### src/rtl/ppdsm_pkg.sv
package ppdsm_pkg;

    localparam logic [31:0] SPEED_SCALE_RESET = 32'd8000000;
    localparam logic [16:0] DUTY_ONE          = 17'd65536;
    localparam logic [1:0]  PHASE_LAST        = 2'd3;
    localparam int          STEP_COUNT_WIDTH  = 6;
    localparam logic [STEP_COUNT_WIDTH-1:0] DUTY_STEPS  = 6'd16;
    localparam logic [STEP_COUNT_WIDTH-1:0] SPEED_STEPS = 6'd32;

    typedef enum logic [2:0] {
        ST_RUN,
        ST_DIFF,
        ST_SUM,
        ST_CHECK,
        ST_DUTY,
        ST_LINK,
        ST_SPEED,
        ST_OUT
    } state_t;

    typedef struct packed {
        logic do_diff;
        logic do_sum;
        logic duty_one;
        logic duty_take;
        logic load_duty;
        logic load_speed;
        logic div_step;
        logic load_out;
    } cmd_t;

    typedef struct packed {
        logic capture_done;
        logic period_zero;
        logic pulse_ge;
        logic div_last;
    } status_t;

endpackage

### src/rtl/ppdsm_ctrl.sv
module ppdsm_ctrl (
    input  logic               aclk,
    input  logic               aresetn,
    input  ppdsm_pkg::status_t status,
    input  logic               m_ready,
    output logic               s_ready,
    output logic               m_valid,
    output ppdsm_pkg::cmd_t    cmd
);
    import ppdsm_pkg::*;

    state_t state_reg, state_next;
    logic   out_valid_reg, out_valid_next;

    always_ff @(posedge aclk) begin
        if (!aresetn) begin
            state_reg     <= ST_RUN;
            out_valid_reg <= 1'b0;
        end else begin
            state_reg     <= state_next;
            out_valid_reg <= out_valid_next;
        end
    end

    always_comb begin
        state_next = state_reg;
        cmd        = '0;
        unique case (state_reg)
            ST_RUN: begin
                if (status.capture_done) begin
                    state_next = ST_DIFF;
                end
            end
            ST_DIFF: begin
                cmd.do_diff = 1'b1;
                state_next  = ST_SUM;
            end
            ST_SUM: begin
                cmd.do_sum = 1'b1;
                state_next = ST_CHECK;
            end
            ST_CHECK: begin
                if (status.period_zero) begin
                    state_next = ST_OUT;
                end else if (status.pulse_ge) begin
                    // duty saturates, go straight to the speed division
                    cmd.duty_one   = 1'b1;
                    cmd.load_speed = 1'b1;
                    state_next     = ST_SPEED;
                end else begin
                    cmd.load_duty = 1'b1;
                    state_next    = ST_DUTY;
                end
            end
            ST_DUTY: begin
                cmd.div_step = 1'b1;
                if (status.div_last) begin
                    state_next = ST_LINK;
                end
            end
            ST_LINK: begin
                cmd.duty_take  = 1'b1;
                cmd.load_speed = 1'b1;
                state_next     = ST_SPEED;
            end
            ST_SPEED: begin
                cmd.div_step = 1'b1;
                if (status.div_last) begin
                    state_next = ST_OUT;
                end
            end
            ST_OUT: begin
                if (!out_valid_reg || m_ready) begin
                    cmd.load_out = 1'b1;
                    state_next   = ST_RUN;
                end
            end
            default: begin
                state_next = ST_RUN;
            end
        endcase
    end

    always_comb begin
        if (cmd.load_out) begin
            out_valid_next = 1'b1;
        end else if (m_ready) begin
            out_valid_next = 1'b0;
        end else begin
            out_valid_next = out_valid_reg;
        end
    end

    assign s_ready = (state_reg == ST_RUN);
    assign m_valid = out_valid_reg;

endmodule

### src/rtl/ppdsm_datapath.sv
module ppdsm_datapath #(
    parameter int STAMP_WIDTH = 32
) (
    input  logic               aclk,
    input  logic               aresetn,
    input  logic               in_accept,
    input  logic               s_signal_level,
    input  logic               cfg_write,
    input  logic [31:0]        cfg_speed_scale,
    input  ppdsm_pkg::cmd_t    cmd,
    output ppdsm_pkg::status_t status,
    output logic [31:0]        m_period_ticks,
    output logic [31:0]        m_pulse_ticks,
    output logic [16:0]        m_duty_fraction,
    output logic [31:0]        m_shaft_speed,
    output logic               m_divide_fault
);
    import ppdsm_pkg::*;

    localparam int SW = STAMP_WIDTH;

    // capture side
    logic [SW-1:0] stamp_reg, stamp_next;
    logic          last_level_reg;
    logic [1:0]    phase_reg, phase_next;
    logic [SW-1:0] edge_reg [4];
    logic [31:0]   scale_reg;

    // arithmetic
    logic [SW-1:0] per_a_reg, per_b_reg, pul_a_reg, pul_b_reg;
    logic [SW-1:0] period_reg, pulse_reg;
    logic [SW:0]   per_sum, pul_sum;
    logic [SW-1:0] rem_reg, rem_next;
    logic [31:0]   num_reg, quo_reg;
    logic [STEP_COUNT_WIDTH-1:0] count_reg;
    logic [SW:0]   trial, trial_diff;
    logic          trial_ge;
    logic [16:0]   duty_reg;
    logic [63:0]   period_wide, pulse_wide;
    logic [31:0]   period_sat, pulse_sat;

    // result word
    logic [31:0] period_out_reg, pulse_out_reg, speed_out_reg;
    logic [16:0] duty_out_reg;
    logic        fault_out_reg;

    logic rising, falling, hit, last_hit;

    assign rising   = !last_level_reg && s_signal_level;
    assign falling  = last_level_reg && !s_signal_level;
    assign hit      = phase_reg[0] ? falling : rising;
    assign last_hit = hit && (phase_reg == PHASE_LAST);

    always_comb begin
        stamp_next = last_hit ? '0 : stamp_reg + 1'b1;
        phase_next = phase_reg;
        if (hit) begin
            phase_next = last_hit ? 2'd0 : phase_reg + 2'd1;
        end
    end

    always_ff @(posedge aclk) begin
        if (!aresetn) begin
            stamp_reg      <= '0;
            last_level_reg <= 1'b0;
            phase_reg      <= '0;
            scale_reg      <= SPEED_SCALE_RESET;
        end else begin
            if (in_accept) begin
                stamp_reg      <= stamp_next;
                last_level_reg <= s_signal_level;
                phase_reg      <= phase_next;
            end
            if (cfg_write) begin
                scale_reg <= cfg_speed_scale;
            end
        end
    end

    // the stamp held before this word's increment
    always_ff @(posedge aclk) begin
        if (in_accept && hit) begin
            edge_reg[phase_reg] <= stamp_reg;
        end
    end

    assign per_sum = {1'b0, per_a_reg} + {1'b0, per_b_reg};
    assign pul_sum = {1'b0, pul_a_reg} + {1'b0, pul_b_reg};

    always_ff @(posedge aclk) begin
        if (cmd.do_diff) begin
            per_a_reg <= edge_reg[2] - edge_reg[0];
            per_b_reg <= edge_reg[3] - edge_reg[1];
            pul_a_reg <= edge_reg[1] - edge_reg[0];
            pul_b_reg <= edge_reg[3] - edge_reg[2];
        end
        if (cmd.do_sum) begin
            period_reg <= per_sum[SW:1];
            pulse_reg  <= pul_sum[SW:1];
        end
    end

    // shared restoring divider, one quotient bit a cycle, divisor is the period
    assign trial      = {rem_reg, num_reg[31]};
    assign trial_diff = trial - {1'b0, period_reg};
    assign trial_ge   = (trial >= {1'b0, period_reg});
    assign rem_next   = trial_ge ? trial_diff[SW-1:0] : trial[SW-1:0];

    always_ff @(posedge aclk) begin
        if (!aresetn) begin
            count_reg <= '0;
        end else if (cmd.load_duty) begin
            count_reg <= DUTY_STEPS;
        end else if (cmd.load_speed) begin
            count_reg <= SPEED_STEPS;
        end else if (cmd.div_step) begin
            count_reg <= count_reg - 1'b1;
        end
    end

    always_ff @(posedge aclk) begin
        if (cmd.load_duty) begin
            rem_reg <= pulse_reg;
            num_reg <= '0;
            quo_reg <= '0;
        end else if (cmd.load_speed) begin
            rem_reg <= '0;
            num_reg <= scale_reg;
            quo_reg <= '0;
        end else if (cmd.div_step) begin
            rem_reg <= rem_next;
            num_reg <= {num_reg[30:0], 1'b0};
            quo_reg <= {quo_reg[30:0], trial_ge};
        end
        if (cmd.duty_one) begin
            duty_reg <= DUTY_ONE;
        end else if (cmd.duty_take) begin
            duty_reg <= {1'b0, quo_reg[15:0]};
        end
    end

    assign period_wide = 64'(period_reg);
    assign pulse_wide  = 64'(pulse_reg);
    assign period_sat  = (|period_wide[63:32]) ? 32'hFFFF_FFFF : period_wide[31:0];
    assign pulse_sat   = (|pulse_wide[63:32]) ? 32'hFFFF_FFFF : pulse_wide[31:0];

    always_ff @(posedge aclk) begin
        if (cmd.load_out) begin
            if (status.period_zero) begin
                period_out_reg <= '0;
                pulse_out_reg  <= '0;
                duty_out_reg   <= '0;
                speed_out_reg  <= '0;
                fault_out_reg  <= 1'b1;
            end else begin
                period_out_reg <= period_sat;
                pulse_out_reg  <= pulse_sat;
                duty_out_reg   <= duty_reg;
                speed_out_reg  <= quo_reg;
                fault_out_reg  <= 1'b0;
            end
        end
    end

    assign status.capture_done = in_accept && last_hit;
    assign status.period_zero  = (period_reg == '0);
    assign status.pulse_ge     = (pulse_reg >= period_reg);
    assign status.div_last     = (count_reg == 6'd1);

    assign m_period_ticks  = period_out_reg;
    assign m_pulse_ticks   = pulse_out_reg;
    assign m_duty_fraction = duty_out_reg;
    assign m_shaft_speed   = speed_out_reg;
    assign m_divide_fault  = fault_out_reg;

endmodule

### src/rtl/pulse_period_duty_speed_meter.sv
// Takes one signal_level word a cycle while capturing edges; the timestamp advances per word.
// After the word that completes the capture, input stalls: difference, sum and check, then a
// 16-bit duty quotient, a link step and a 32-bit speed quotient from the shared shift-subtract
// divider, the load and any m_ready wait; saturated duty skips to speed, zero period to load.
// Synchronous active-low reset clears timestamp, level, capture phase and handshake state;
// speed_scale returns to 8000000. Edge stamps are not reset.
module pulse_period_duty_speed_meter #(
    parameter int STAMP_WIDTH = 32
) (
    input  logic        aclk,
    input  logic        aresetn,
    input  logic        s_valid,
    output logic        s_ready,
    input  logic        s_signal_level,
    output logic        m_valid,
    input  logic        m_ready,
    output logic [31:0] m_period_ticks,
    output logic [31:0] m_pulse_ticks,
    output logic [16:0] m_duty_fraction,
    output logic [31:0] m_shaft_speed,
    output logic        m_divide_fault,
    input  logic        cfg_valid,
    output logic        cfg_ready,
    input  logic [31:0] cfg_speed_scale
);
    import ppdsm_pkg::*;

    cmd_t    cmd;
    status_t status;
    logic    in_accept;

    assign in_accept = s_valid && s_ready;
    assign cfg_ready = 1'b1;

    ppdsm_ctrl u_ctrl (
        .aclk    (aclk),
        .aresetn (aresetn),
        .status  (status),
        .m_ready (m_ready),
        .s_ready (s_ready),
        .m_valid (m_valid),
        .cmd     (cmd)
    );

    ppdsm_datapath #(
        .STAMP_WIDTH (STAMP_WIDTH)
    ) u_datapath (
        .aclk            (aclk),
        .aresetn         (aresetn),
        .in_accept       (in_accept),
        .s_signal_level  (s_signal_level),
        .cfg_write       (cfg_valid),
        .cfg_speed_scale (cfg_speed_scale),
        .cmd             (cmd),
        .status          (status),
        .m_period_ticks  (m_period_ticks),
        .m_pulse_ticks   (m_pulse_ticks),
        .m_duty_fraction (m_duty_fraction),
        .m_shaft_speed   (m_shaft_speed),
        .m_divide_fault  (m_divide_fault)
    );

`ifndef SYNTHESIS
    // a faulted word carries zeros everywhere else
    a_fault_zeros: assert property (@(posedge aclk) disable iff (!aresetn)
        (m_valid && m_divide_fault) |-> (m_period_ticks == '0 && m_pulse_ticks == '0
            && m_duty_fraction == '0 && m_shaft_speed == '0))
        else $error("fault word with nonzero fields");

    a_duty_range: assert property (@(posedge aclk) disable iff (!aresetn)
        m_valid |-> (m_duty_fraction <= DUTY_ONE))
        else $error("duty above one");

    a_period_nonzero: assert property (@(posedge aclk) disable iff (!aresetn)
        (m_valid && !m_divide_fault) |-> (m_period_ticks != '0))
        else $error("zero period without fault");

    // after the capture completes no input is taken until the result is loaded
    a_stall_after_capture: assert property (@(posedge aclk) disable iff (!aresetn)
        status.capture_done |=> !s_ready)
        else $error("input taken during computation");
`endif

endmodule
### config.mk
export PLATFORM = sky130hd
export DESIGN_NAME = pulse_period_duty_speed_meter
export DESIGN_NICKNAME = d
export VERILOG_FILES = /design/src/rtl/ppdsm_pkg.sv /design/src/rtl/ppdsm_ctrl.sv /design/src/rtl/ppdsm_datapath.sv /design/src/rtl/pulse_period_duty_speed_meter.sv
export SDC_FILE = /design/constraint.sdc
export NUM_CORES = 1
export LEC_CHECK = 0
export ABC_CLOCK_PERIOD_IN_PS = 10100
export BUFFER_PORTS_ARGS = -buffer_cell sky130_fd_sc_hd__buf_2
export CAP_MARGIN = 20
export CORE_MARGIN = 1
export CORE_UTILIZATION = 45
export DETAILED_ROUTE_END_ITERATION = 6
export GPL_TIMING_DRIVEN = 0
export PLACE_DENSITY_LB_ADDON = 0.25
export SLEW_MARGIN = 10
export SYNTH_ARGS = -nofsm -noshare
export SYNTH_HDL_FRONTEND = slang
export SYNTH_SLANG_ARGS = --single-unit
### constraint.sdc
create_clock -name aclk -period 10.1 [get_ports aclk]
set_input_delay 1.515 -clock aclk [delete_from_list [all_inputs] [get_ports aclk]]
set_output_delay 1.515 -clock aclk [all_outputs]
set_load 0.02 [all_outputs]
==> results of run 1 <==
-- per-layer routing --
layer / GRT usage, % / part of all wire (%)
met1: 27.0 / 46
met2: 34.7 / 47
met3: 2.15 / 3.7
met4: 8.27 / 3.4
met5: 0 / 0
-- logic make-up (layout without fill, tap and decap cells) --
family | Yosys count | in the layout | share of synthesized area [%]
AO/OA/AOI/OAI | 747 | 747 | 14.5
XOR/XNOR | 212 | 212 | 5.56
adder cells (fa/ha/maj) | 264 | 264 | 10.1
buffers and inverters | 302 | 588 | 3.45
flip-flops | 624 | 624 | 51.4
multiplexers | 80 | 80 | 2.40
other | 1 | 1 | 0.0112
AND/OR/NAND/NOR | 854 | 854 | 12.6
-- metrics by stage --
step / setup slack [ps] / cell area, µm²
floorplan: 3140 / 33400
global placement: 890 / 35300
detailed placement: 5740 / 35600
CTS: 5710 / 37800
global route: 5590 / 37800
finish: 5840 / 37800
-- layout make-up --
type | count | area [µm²] | share of cell area (%)
buffer | 102 | 400 | 1.06
tap | 959 | 1200 | 3.18
inverter | 200 | 751 | 1.99
multi-input combinational | 2158 | 15100 | 39.9
timing repair buffer | 167 | 1010 | 2.67
sequential | 624 | 17200 | 45.4
clock inverter | 31 | 280 | 0.742
clock buffer | 88 | 1900 | 5.03
-- cell usage in the layout, fill, tap and decap left out, drive strengths merged, types with 9 or more instances in the layout --
cell type and count:
edfxtp 466, nand2 288, ha 257, a21oi 218
inv 206, clkbuf 179, buf 178, nor2 165
o21ai 163, dfxtp 158, nor2b 140, xnor2 136
a21o 120, mux2i 80, xor2 76, nand3 55
nand2b 34, nand4 34, nor3 33, o2bb2ai 32
o21a 29, and3 27, a31oi 26, a211oi 22
o211ai 17, clkinv 17, o21bai 16, nor4 15
and2 14, or3 12, o31ai 11, a21boi 11
a31o 10, nand3b 9
-- synth_stat cells, types with 7 or more instances --
master / count
sky130_fd_sc_hd__o31a_1: 8
sky130_fd_sc_hd__nor4_1: 14
sky130_fd_sc_hd__edfxtp_1: 466
sky130_fd_sc_hd__o21bai_1: 16
sky130_fd_sc_hd__o31ai_1: 10
sky130_fd_sc_hd__nand2_1: 288
sky130_fd_sc_hd__a31oi_1: 24
sky130_fd_sc_hd__and3_1: 24
sky130_fd_sc_hd__nor3_1: 30
sky130_fd_sc_hd__xnor2_1: 136
sky130_fd_sc_hd__o21a_1: 29
sky130_fd_sc_hd__nand2b_1: 34
sky130_fd_sc_hd__nor3b_1: 7
sky130_fd_sc_hd__o211ai_1: 17
sky130_fd_sc_hd__a211oi_1: 22
sky130_fd_sc_hd__mux2i_1: 80
sky130_fd_sc_hd__xor2_1: 76
sky130_fd_sc_hd__and2_1: 13
sky130_fd_sc_hd__a21oi_1: 213
sky130_fd_sc_hd__o2bb2ai_1: 32
sky130_fd_sc_hd__fa_1: 7
sky130_fd_sc_hd__dfxtp_1: 158
sky130_fd_sc_hd__nor2_1: 164
sky130_fd_sc_hd__a221o_1: 8
sky130_fd_sc_hd__nand3b_1: 8
sky130_fd_sc_hd__o21ai_0: 110
sky130_fd_sc_hd__ha_1: 257
sky130_fd_sc_hd__nor2b_1: 140
sky130_fd_sc_hd__nand4_1: 34
sky130_fd_sc_hd__o21ai_1: 53
sky130_fd_sc_hd__nand3_1: 55
sky130_fd_sc_hd__clkbuf_1: 91
sky130_fd_sc_hd__or3_1: 12
sky130_fd_sc_hd__a21o_1: 118
sky130_fd_sc_hd__inv_1: 200
-- power by group through the flow --
stage,combinational (mW),sequential [mW],clock (mW)
floorplan,0.178,2.82,0
global placement,0.246,2.83,0
detailed placement,0.249,2.83,0
CTS,0.250,2.77,2.48
global route,0.278,2.78,2.57
finish,0.252,2.77,2.43
-- worst max-delay path by stage --
stage / start / to / slack [ps] / depth (start not counted)
after floorplan: m_ready / u_datapath.m_divide_fault / 3140 / 2
after global placement: m_ready / u_datapath.m_period_ticks[13] / 890 / 3
after detailed placement: u_datapath.period_reg[9] / u_datapath.rem_reg[19] / 5740 / 13
after CTS: u_datapath.period_reg[9] / u_datapath.rem_reg[23] / 5710 / 13
after global routing: u_datapath.period_reg[9] / u_datapath.rem_reg[16] / 5590 / 13
final: u_datapath.period_reg[9] / u_datapath.rem_reg[28] / 5840 / 14
-- worst max-delay path, stage by stage (launching register included) --
cell and delay (ps):
sky130_fd_sc_hd__edfxtp_1 550, sky130_fd_sc_hd__inv_1 140, sky130_fd_sc_hd__ha_1 400, sky130_fd_sc_hd__nand4_1 140
sky130_fd_sc_hd__nor3_1 530, sky130_fd_sc_hd__o31ai_1 330, sky130_fd_sc_hd__a211oi_1 460, sky130_fd_sc_hd__o21ai_1 200
sky130_fd_sc_hd__a21o_1 210, sky130_fd_sc_hd__a22oi_1 150, sky130_fd_sc_hd__buf_4 250, sky130_fd_sc_hd__buf_2 330
sky130_fd_sc_hd__nor2_1 90, sky130_fd_sc_hd__a21oi_1 110, sky130_fd_sc_hd__o21ai_1 70
==> metrics.log, run 1 <==
INFO  metric critical_path_arrival = 4580 ps
INFO  metric final_layout_size_suffix_gt1_share = 9.53%
INFO  metric yosysWarnings = 0
INFO  metric ctsHoldBuffers = 0
INFO  metric post-route-period-util = 42.1%
INFO  metric crit_path_max_fanout = 10
INFO  metric cts_post_setup_buffers_inserted = 0
INFO  metric slew_headroom = 32.6%
INFO  metric swShare = 21.3%
INFO  metric rsz0062_at_grt = no
INFO  metric routed_via_density = 5.33
INFO  metric fp.dieH = 274 µm
INFO  metric final_cells = 4329
INFO  metric post_synth_edffs = 466
INFO  metric min_path_cells = 1
INFO  metric grt_pass1_vias = 22700
INFO  metric ctsLongestPathBuffers = 3
INFO  metric fin_tns_setup = 0 ps
INFO  metric hp-start = u_datapath.duty_reg[16]
INFO  metric cts_repair_resize_count = 0
INFO  metric final_net_count = 3621
INFO  metric clock_insertion_delay_worst_skew = 600 ps
INFO  metric design.core.area = 0.0732 mm²
INFO  metric p_seq_share = 50.9%
INFO  metric largest_register_ff_count = 128
INFO  metric final_weighted_congestion_in_routability_driven_placement = 0.869
INFO  metric floorplan.io_pins = 155
INFO  metric vdd_drop_max = 0.101 mV
INFO  metric netlist-cell-type-count = 88
INFO  metric r2r-start = u_datapath.period_reg[9]
INFO  metric synth-main-ff-cell = sky130_fd_sc_hd__edfxtp_1
INFO  metric fillerInstances = 6461
INFO  metric number_of_placement_rows = 99
INFO  metric ys_ff_latch = 624
INFO  metric number_of_antenna_violations_at_the_first_check_in_global_routing = 0
INFO  metric finalSetupViolations = 0
INFO  metric portion_of_total_power_attributed_to_the_clock_network = 44.5%
INFO  metric timing.final.hold_violations = 0
INFO  metric overflow = 0
INFO  metric cts.htree.levels = 3
INFO  metric design.die.area = 0.0752 mm²
INFO  metric power_density = 144 mW/mm²
INFO  metric cp_data_required_time = 10420 ps
INFO  metric hold-worst-slack = 448 ps
INFO  metric dp_hpwl = 60.9 mm
INFO  metric flow.area_growth_from_synthesis = 13.2%
INFO  metric clkSlewWorstSetupHoldPaths = 60 ps
INFO  metric synth_nets = 3386
INFO  metric mappedNetlistArea = 0.0334 mm²
INFO  metric worst-setup-path-type = reg -> reg
INFO  metric clock-skew-final = 24.8 ps
INFO  metric min_delay_worst_endpoint = u_datapath.duty_reg[16]
INFO  metric critPathLaunchType = flip-flop
INFO  metric place.detailed.instances = 4210
INFO  metric finalWorstPathRequiredPeriod = 4260 ps
INFO  metric cts_made_buffers = 66
INFO  metric initialDrtViolationCount = 1510
INFO  metric tritoncts = yes
INFO  metric power_switching = 1.16 mW
INFO  metric asyncSetResetFlopFracSynth = 0%
INFO  metric cts.sink_count = 624
INFO  metric wl_per_cell = 17.9 µm
INFO  metric wire_length_of_the_first_global_routing_pass = 121 mm
INFO  metric rr_endpoint = u_datapath.rem_reg[28]
INFO  metric max_clock_freq = 235 MHz
INFO  metric antenna-diode-count = 0
INFO  metric detailed_route_wire_length = 77.5 mm
INFO  metric crit_path_end_kind = flip-flop
INFO  metric floorplan.initialDensity = 45.6%
INFO  metric synth_cells = 3084
INFO  metric floorplan.die.width = 274 µm
INFO  metric power.combinational.fraction = 4.6%
INFO  metric drt_drc_violations_left = 18
INFO  metric outcome = complete, but fails checks
INFO  metric cellInternalPower = 4.29 mW
INFO  metric ff2ff_setup_slack = 5840 ps
INFO  metric power.leakage = 15.5 nW
INFO  metric min_path_type = reg -> reg
INFO  metric ys_top_cells_by_area = sky130_fd_sc_hd__edfxtp_1 (42%), sky130_fd_sc_hd__ha_1 (9.6%), sky130_fd_sc_hd__dfxtp_1 (9.5%), sky130_fd_sc_hd__xnor2_1 (3.6%), sky130_fd_sc_hd__nand2_1 (3.2%)
INFO  metric seq_area_frac_synth = 51.4%
INFO  metric num_vias = 23100
INFO  metric worst-r2r-cell-count = 14
INFO  metric maxSlewViolCount = 0
INFO  metric ant_nets = 0
INFO  metric ctsRootBufferMaster = sky130_fd_sc_hd__clkbuf_16
INFO  metric drt_first_pass_iters = 7
INFO  metric tightest_slew = 1010 ps
INFO  metric portBuffers = 152
INFO  metric largest_net_degree_at_the_start_of_global_routing = 58
INFO  metric synthesis.area_per_instance = 10.8 µm²
INFO  metric yosysTopAreaCell = sky130_fd_sc_hd__edfxtp_1
INFO  metric totalPowerFinal = 5.45 mW
INFO  metric post_route_utilization = 51.6%
INFO  metric synthDominantCellAreaShare = 41.9%
INFO  metric total_routing_usage_gr = 20.6%
INFO  metric max_cap_viol_count = 0
INFO  metric failed_checks = design-rule violations
(Power assumes the default switching activity.)
==> run 2, diff against run 1 <==
Settings changed: ABC_CLOCK_PERIOD_IN_PS 10100 to 4100.
Clock period 10.1 ns to 4.1 ns, I/O delays scaled along.
==> run 2 against run 1 <==
Net effect: the flow still finishes with violations (design-rule violations); die area unchanged; largest cell class unchanged; total power up 140%; clock power up 140%.
==> metrics.log, run 2 (same netlist as run 1, synthesis figures left out) <==
INFO  metric p_seq_share = 51.2% (was 50.9%)
INFO  metric critical_path_arrival = 4260 ps (was 4580 ps)
INFO  metric tritoncts = yes (unchanged)
INFO  metric mostFrequentLayoutCell = sky130_fd_sc_hd__edfxtp_1 (unchanged)
INFO  metric wl_per_cell = 17.8 µm (was 17.9 µm)
INFO  metric number_of_antenna_violations_at_the_first_check_in_global_routing = 0 (unchanged)
INFO  metric final_weighted_congestion_in_routability_driven_placement = 0.875 (was 0.869)
INFO  metric worst-setup-path-type = reg -> reg (unchanged)
INFO  metric grt_pass1_vias = 22500 (was 22700)
INFO  metric cellInternalPower = 10.4 mW (was 4.29 mW)
INFO  metric crit_path_start = u_datapath.period_reg[9] (unchanged)
INFO  metric num_vias = 22900 (was 23100)
INFO  metric max_clock_freq = 256 MHz (was 235 MHz)
INFO  metric power_switching = 2.90 mW (was 1.16 mW)
INFO  metric place.detailed.instances = 4208 (was 4210)
INFO  metric vdd_drop_max = 0.270 mV (was 0.101 mV)
INFO  metric power_density = 353 mW/mm² (was 144 mW/mm²)
INFO  metric preCtsSetupSlack = -295 ps (was 5740 ps)
INFO  metric hp-start = cfg_speed_scale[9] (was u_datapath.duty_reg[16])
INFO  metric crit_path_end_kind = flip-flop (unchanged)
INFO  metric r2r-start = u_datapath.period_reg[9] (unchanged)
INFO  metric finalSetupViolations = 0 (unchanged)
INFO  metric final_cell_mix = sky130_fd_sc_hd__edfxtp_1 (466), sky130_fd_sc_hd__nand2_1 (287), sky130_fd_sc_hd__ha_1 (257) (unchanged)
INFO  metric wire_length_of_the_first_global_routing_pass = 120 mm (was 121 mm)
INFO  metric detailed_place.area = 0.0356 mm² (about the same)
INFO  metric fp.dieH = 274 µm (unchanged)
INFO  metric floorplan.initialDensity = 45.6% (unchanged)
INFO  metric largest_register_ff_count = 128 (unchanged)
INFO  metric fin_tns_setup = 0 ps (unchanged)
INFO  metric cp_data_required_time = 4440 ps (was 10420 ps)
INFO  metric clock-skew-final = 14.9 ps (was 24.8 ps)
INFO  metric tightest_slew = 972 ps (was 1010 ps)
INFO  metric crit_path_max_fanout = 10 (unchanged)
INFO  metric power.combinational.fraction = 4.6% (about the same)
INFO  metric flow.area_growth_from_synthesis = 13.2% (about the same)
INFO  metric layout_setup_ws = 186 ps (was 5840 ps)
INFO  metric dp_hpwl = 60.3 mm (was 60.9 mm)
INFO  metric min_path_type = in -> reg (was reg -> reg)
INFO  metric cts.htree.levels = 3 (unchanged)
INFO  metric ant_nets = 0 (unchanged)
INFO  metric finish.instance_area = 0.0378 mm² (about the same)
INFO  metric ctsRootBufferMaster = sky130_fd_sc_hd__clkbuf_16 (unchanged)
INFO  metric overflow = 0 (unchanged)
INFO  metric timing.final.hold_violations = 0 (unchanged)
INFO  metric maxSlewViolCount = 0 (unchanged)
INFO  metric initialDrtViolationCount = 1380 (was 1510)
INFO  metric outcome = complete, but fails checks (unchanged)
INFO  metric number_of_placement_rows = 99 (unchanged)
INFO  metric routed_via_density = 5.29 (was 5.33)
INFO  metric failed_checks = design-rule violations (unchanged)
INFO  metric critPathLaunchType = flip-flop (unchanged)
INFO  metric final_net_count = 3619 (was 3621)
INFO  metric cpPeakStageDelay = 570 ps (was 550 ps)
INFO  metric slew_headroom = 33.5% (was 32.6%)
INFO  metric swShare = 21.7% (was 21.3%)
INFO  metric max_cap_viol_count = 0 (unchanged)
INFO  metric floorplan.die.width = 274 µm (unchanged)
INFO  metric ctsLongestPathBuffers = 3 (unchanged)
INFO  metric detailed_route_wire_length = 77.0 mm (was 77.5 mm)
INFO  metric power.leakage = 15.5 nW (about the same)
INFO  metric finalWorstPathRequiredPeriod = 3910 ps (was 4260 ps)
INFO  metric final_cells = 4330 (was 4329)
INFO  metric cts_made_buffers = 66 (unchanged)
INFO  metric floorplan.io_pins = 155 (unchanged)
INFO  metric critical_path_cell_by_cell = inv_1 > ha_1 > nand4_1 > nor3_4 > o31ai_1 > a211oi_2 > o21ai_1 > a21o_1 > a22oi_1 > buf_4 > buf_2 > nor2_1 > a21oi_1 > o21ai_1 (was inv_1 > ha_1 > nand4_1 > nor3_1 > o31ai_1 > a211oi_1 > o21ai_1 > a21o_1 > a22oi_1 > buf_4 > buf_2 > nor2_1 > a21oi_1 > o21ai_1)
INFO  metric cts_post_setup_buffers_inserted = 0 (unchanged)
INFO  metric crit_path_frequent_cell = sky130_fd_sc_hd__o21ai_1 (unchanged)
INFO  metric cts.sink_count = 624 (unchanged)
INFO  metric antenna-diode-count = 0 (unchanged)
INFO  metric drt_drc_violations_left = 16 (was 18)
INFO  metric worst_path_max_delay_cell = sky130_fd_sc_hd__edfxtp_1 (unchanged)
INFO  metric final_layout_size_suffix_gt1_share = 9.49% (was 9.53%)
INFO  metric design.die.area = 0.0752 mm² (unchanged)
INFO  metric rsz0062_at_grt = no (unchanged)
INFO  metric drt_first_pass_iters = 7 (unchanged)
INFO  metric total_routing_usage_gr = 20.4% (was 20.6%)
INFO  metric fillerInstances = 6425 (was 6461)
INFO  metric design.core.area = 0.0732 mm² (unchanged)
INFO  metric clkSlewWorstSetupHoldPaths = 60 ps (about the same)
INFO  metric portBuffers = 152 (unchanged)
INFO  metric largest_net_degree_at_the_start_of_global_routing = 61 (was 58)
INFO  metric portion_of_total_power_attributed_to_the_clock_network = 44.2% (was 44.5%)
INFO  metric clock_insertion_delay_worst_skew = 610 ps (was 600 ps)
INFO  metric post-route-period-util = 95.5% (was 42.1%)
run 2: stage by stage:
step	total power, mW	util, %	hold slack (ps)
after floorplan	7.40	-	419
after global placement	7.57	48.3	436
after detailed placement	7.58	48.7	442
after CTS	13.5	51.6	211
after global routing	13.8	51.6	239
final	13.3	51.6	238
run 2: area by class of cell:
type,count,area [µm²],area share [%]
Buffer,102,403,1.07
Clock buffer,90,1810,4.80
Clock inverter,32,317,0.838
Inverter,200,751,1.99
Multi-Input combinational cell,2158,15100,40.0
Sequential cell,624,17200,45.4
Tap cell,959,1200,3.18
Timing Repair Buffer,165,1020,2.71
run 2: what timing repair did:
| item | CTS | global route |
|---|---|---|
| hold buffers | 0 | 0 |
| gates resized for setup | 2 | 5 |
| endpoints found under the setup margin | 28 | 28 |
run 2: per-layer routing:
layer / vias to the layer above / share of wire (%) / global-route usage (%) / wire length, µm
met5: - / 0 / 0 / 0
met4: 0 / 2.7 / 6.71 / 2060
met3: 114 / 3.9 / 2.21 / 3020
met2: 457 / 47 / 34.7 / 36200
met1: 10700 / 46 / 27.0 / 35700
li1: 11600 / - / - / -
run 2: power by group through the flow:
stage          combinational [mW]  sequential, mW  clock, mW
2_1_floorplan               0.438            6.96          0
3_3_place_gp                0.605            6.97          0
3_5_place_dp                0.611            6.97          0
4_1_cts                     0.614            6.83       6.03
5_1_grt                     0.685            6.84       6.24
6_report                    0.614            6.83       5.89
run 2: critical path, delay by kind of cell, from the launching register on:
| family | cells | cell delay (ps) |
|---|---|---|
| adder cells (fa/ha/maj) | 1 | 400 |
| flip-flops | 1 | 570 |
| AO/OA/AOI/OAI | 7 | 1350 |
| AND/OR/NAND/NOR | 3 | 580 |
| buffers and inverters | 3 | 720 |
run 2: path summary, 6_finish.rpt:
kind                              to  slack (ps)  cells past startpoint
min reg2reg   u_datapath.duty_reg[2]         450                      2
max reg2reg   u_datapath.rem_reg[28]         190                     14
min          u_datapath.scale_reg[9]         240                      3
max           u_datapath.rem_reg[28]         190                     14
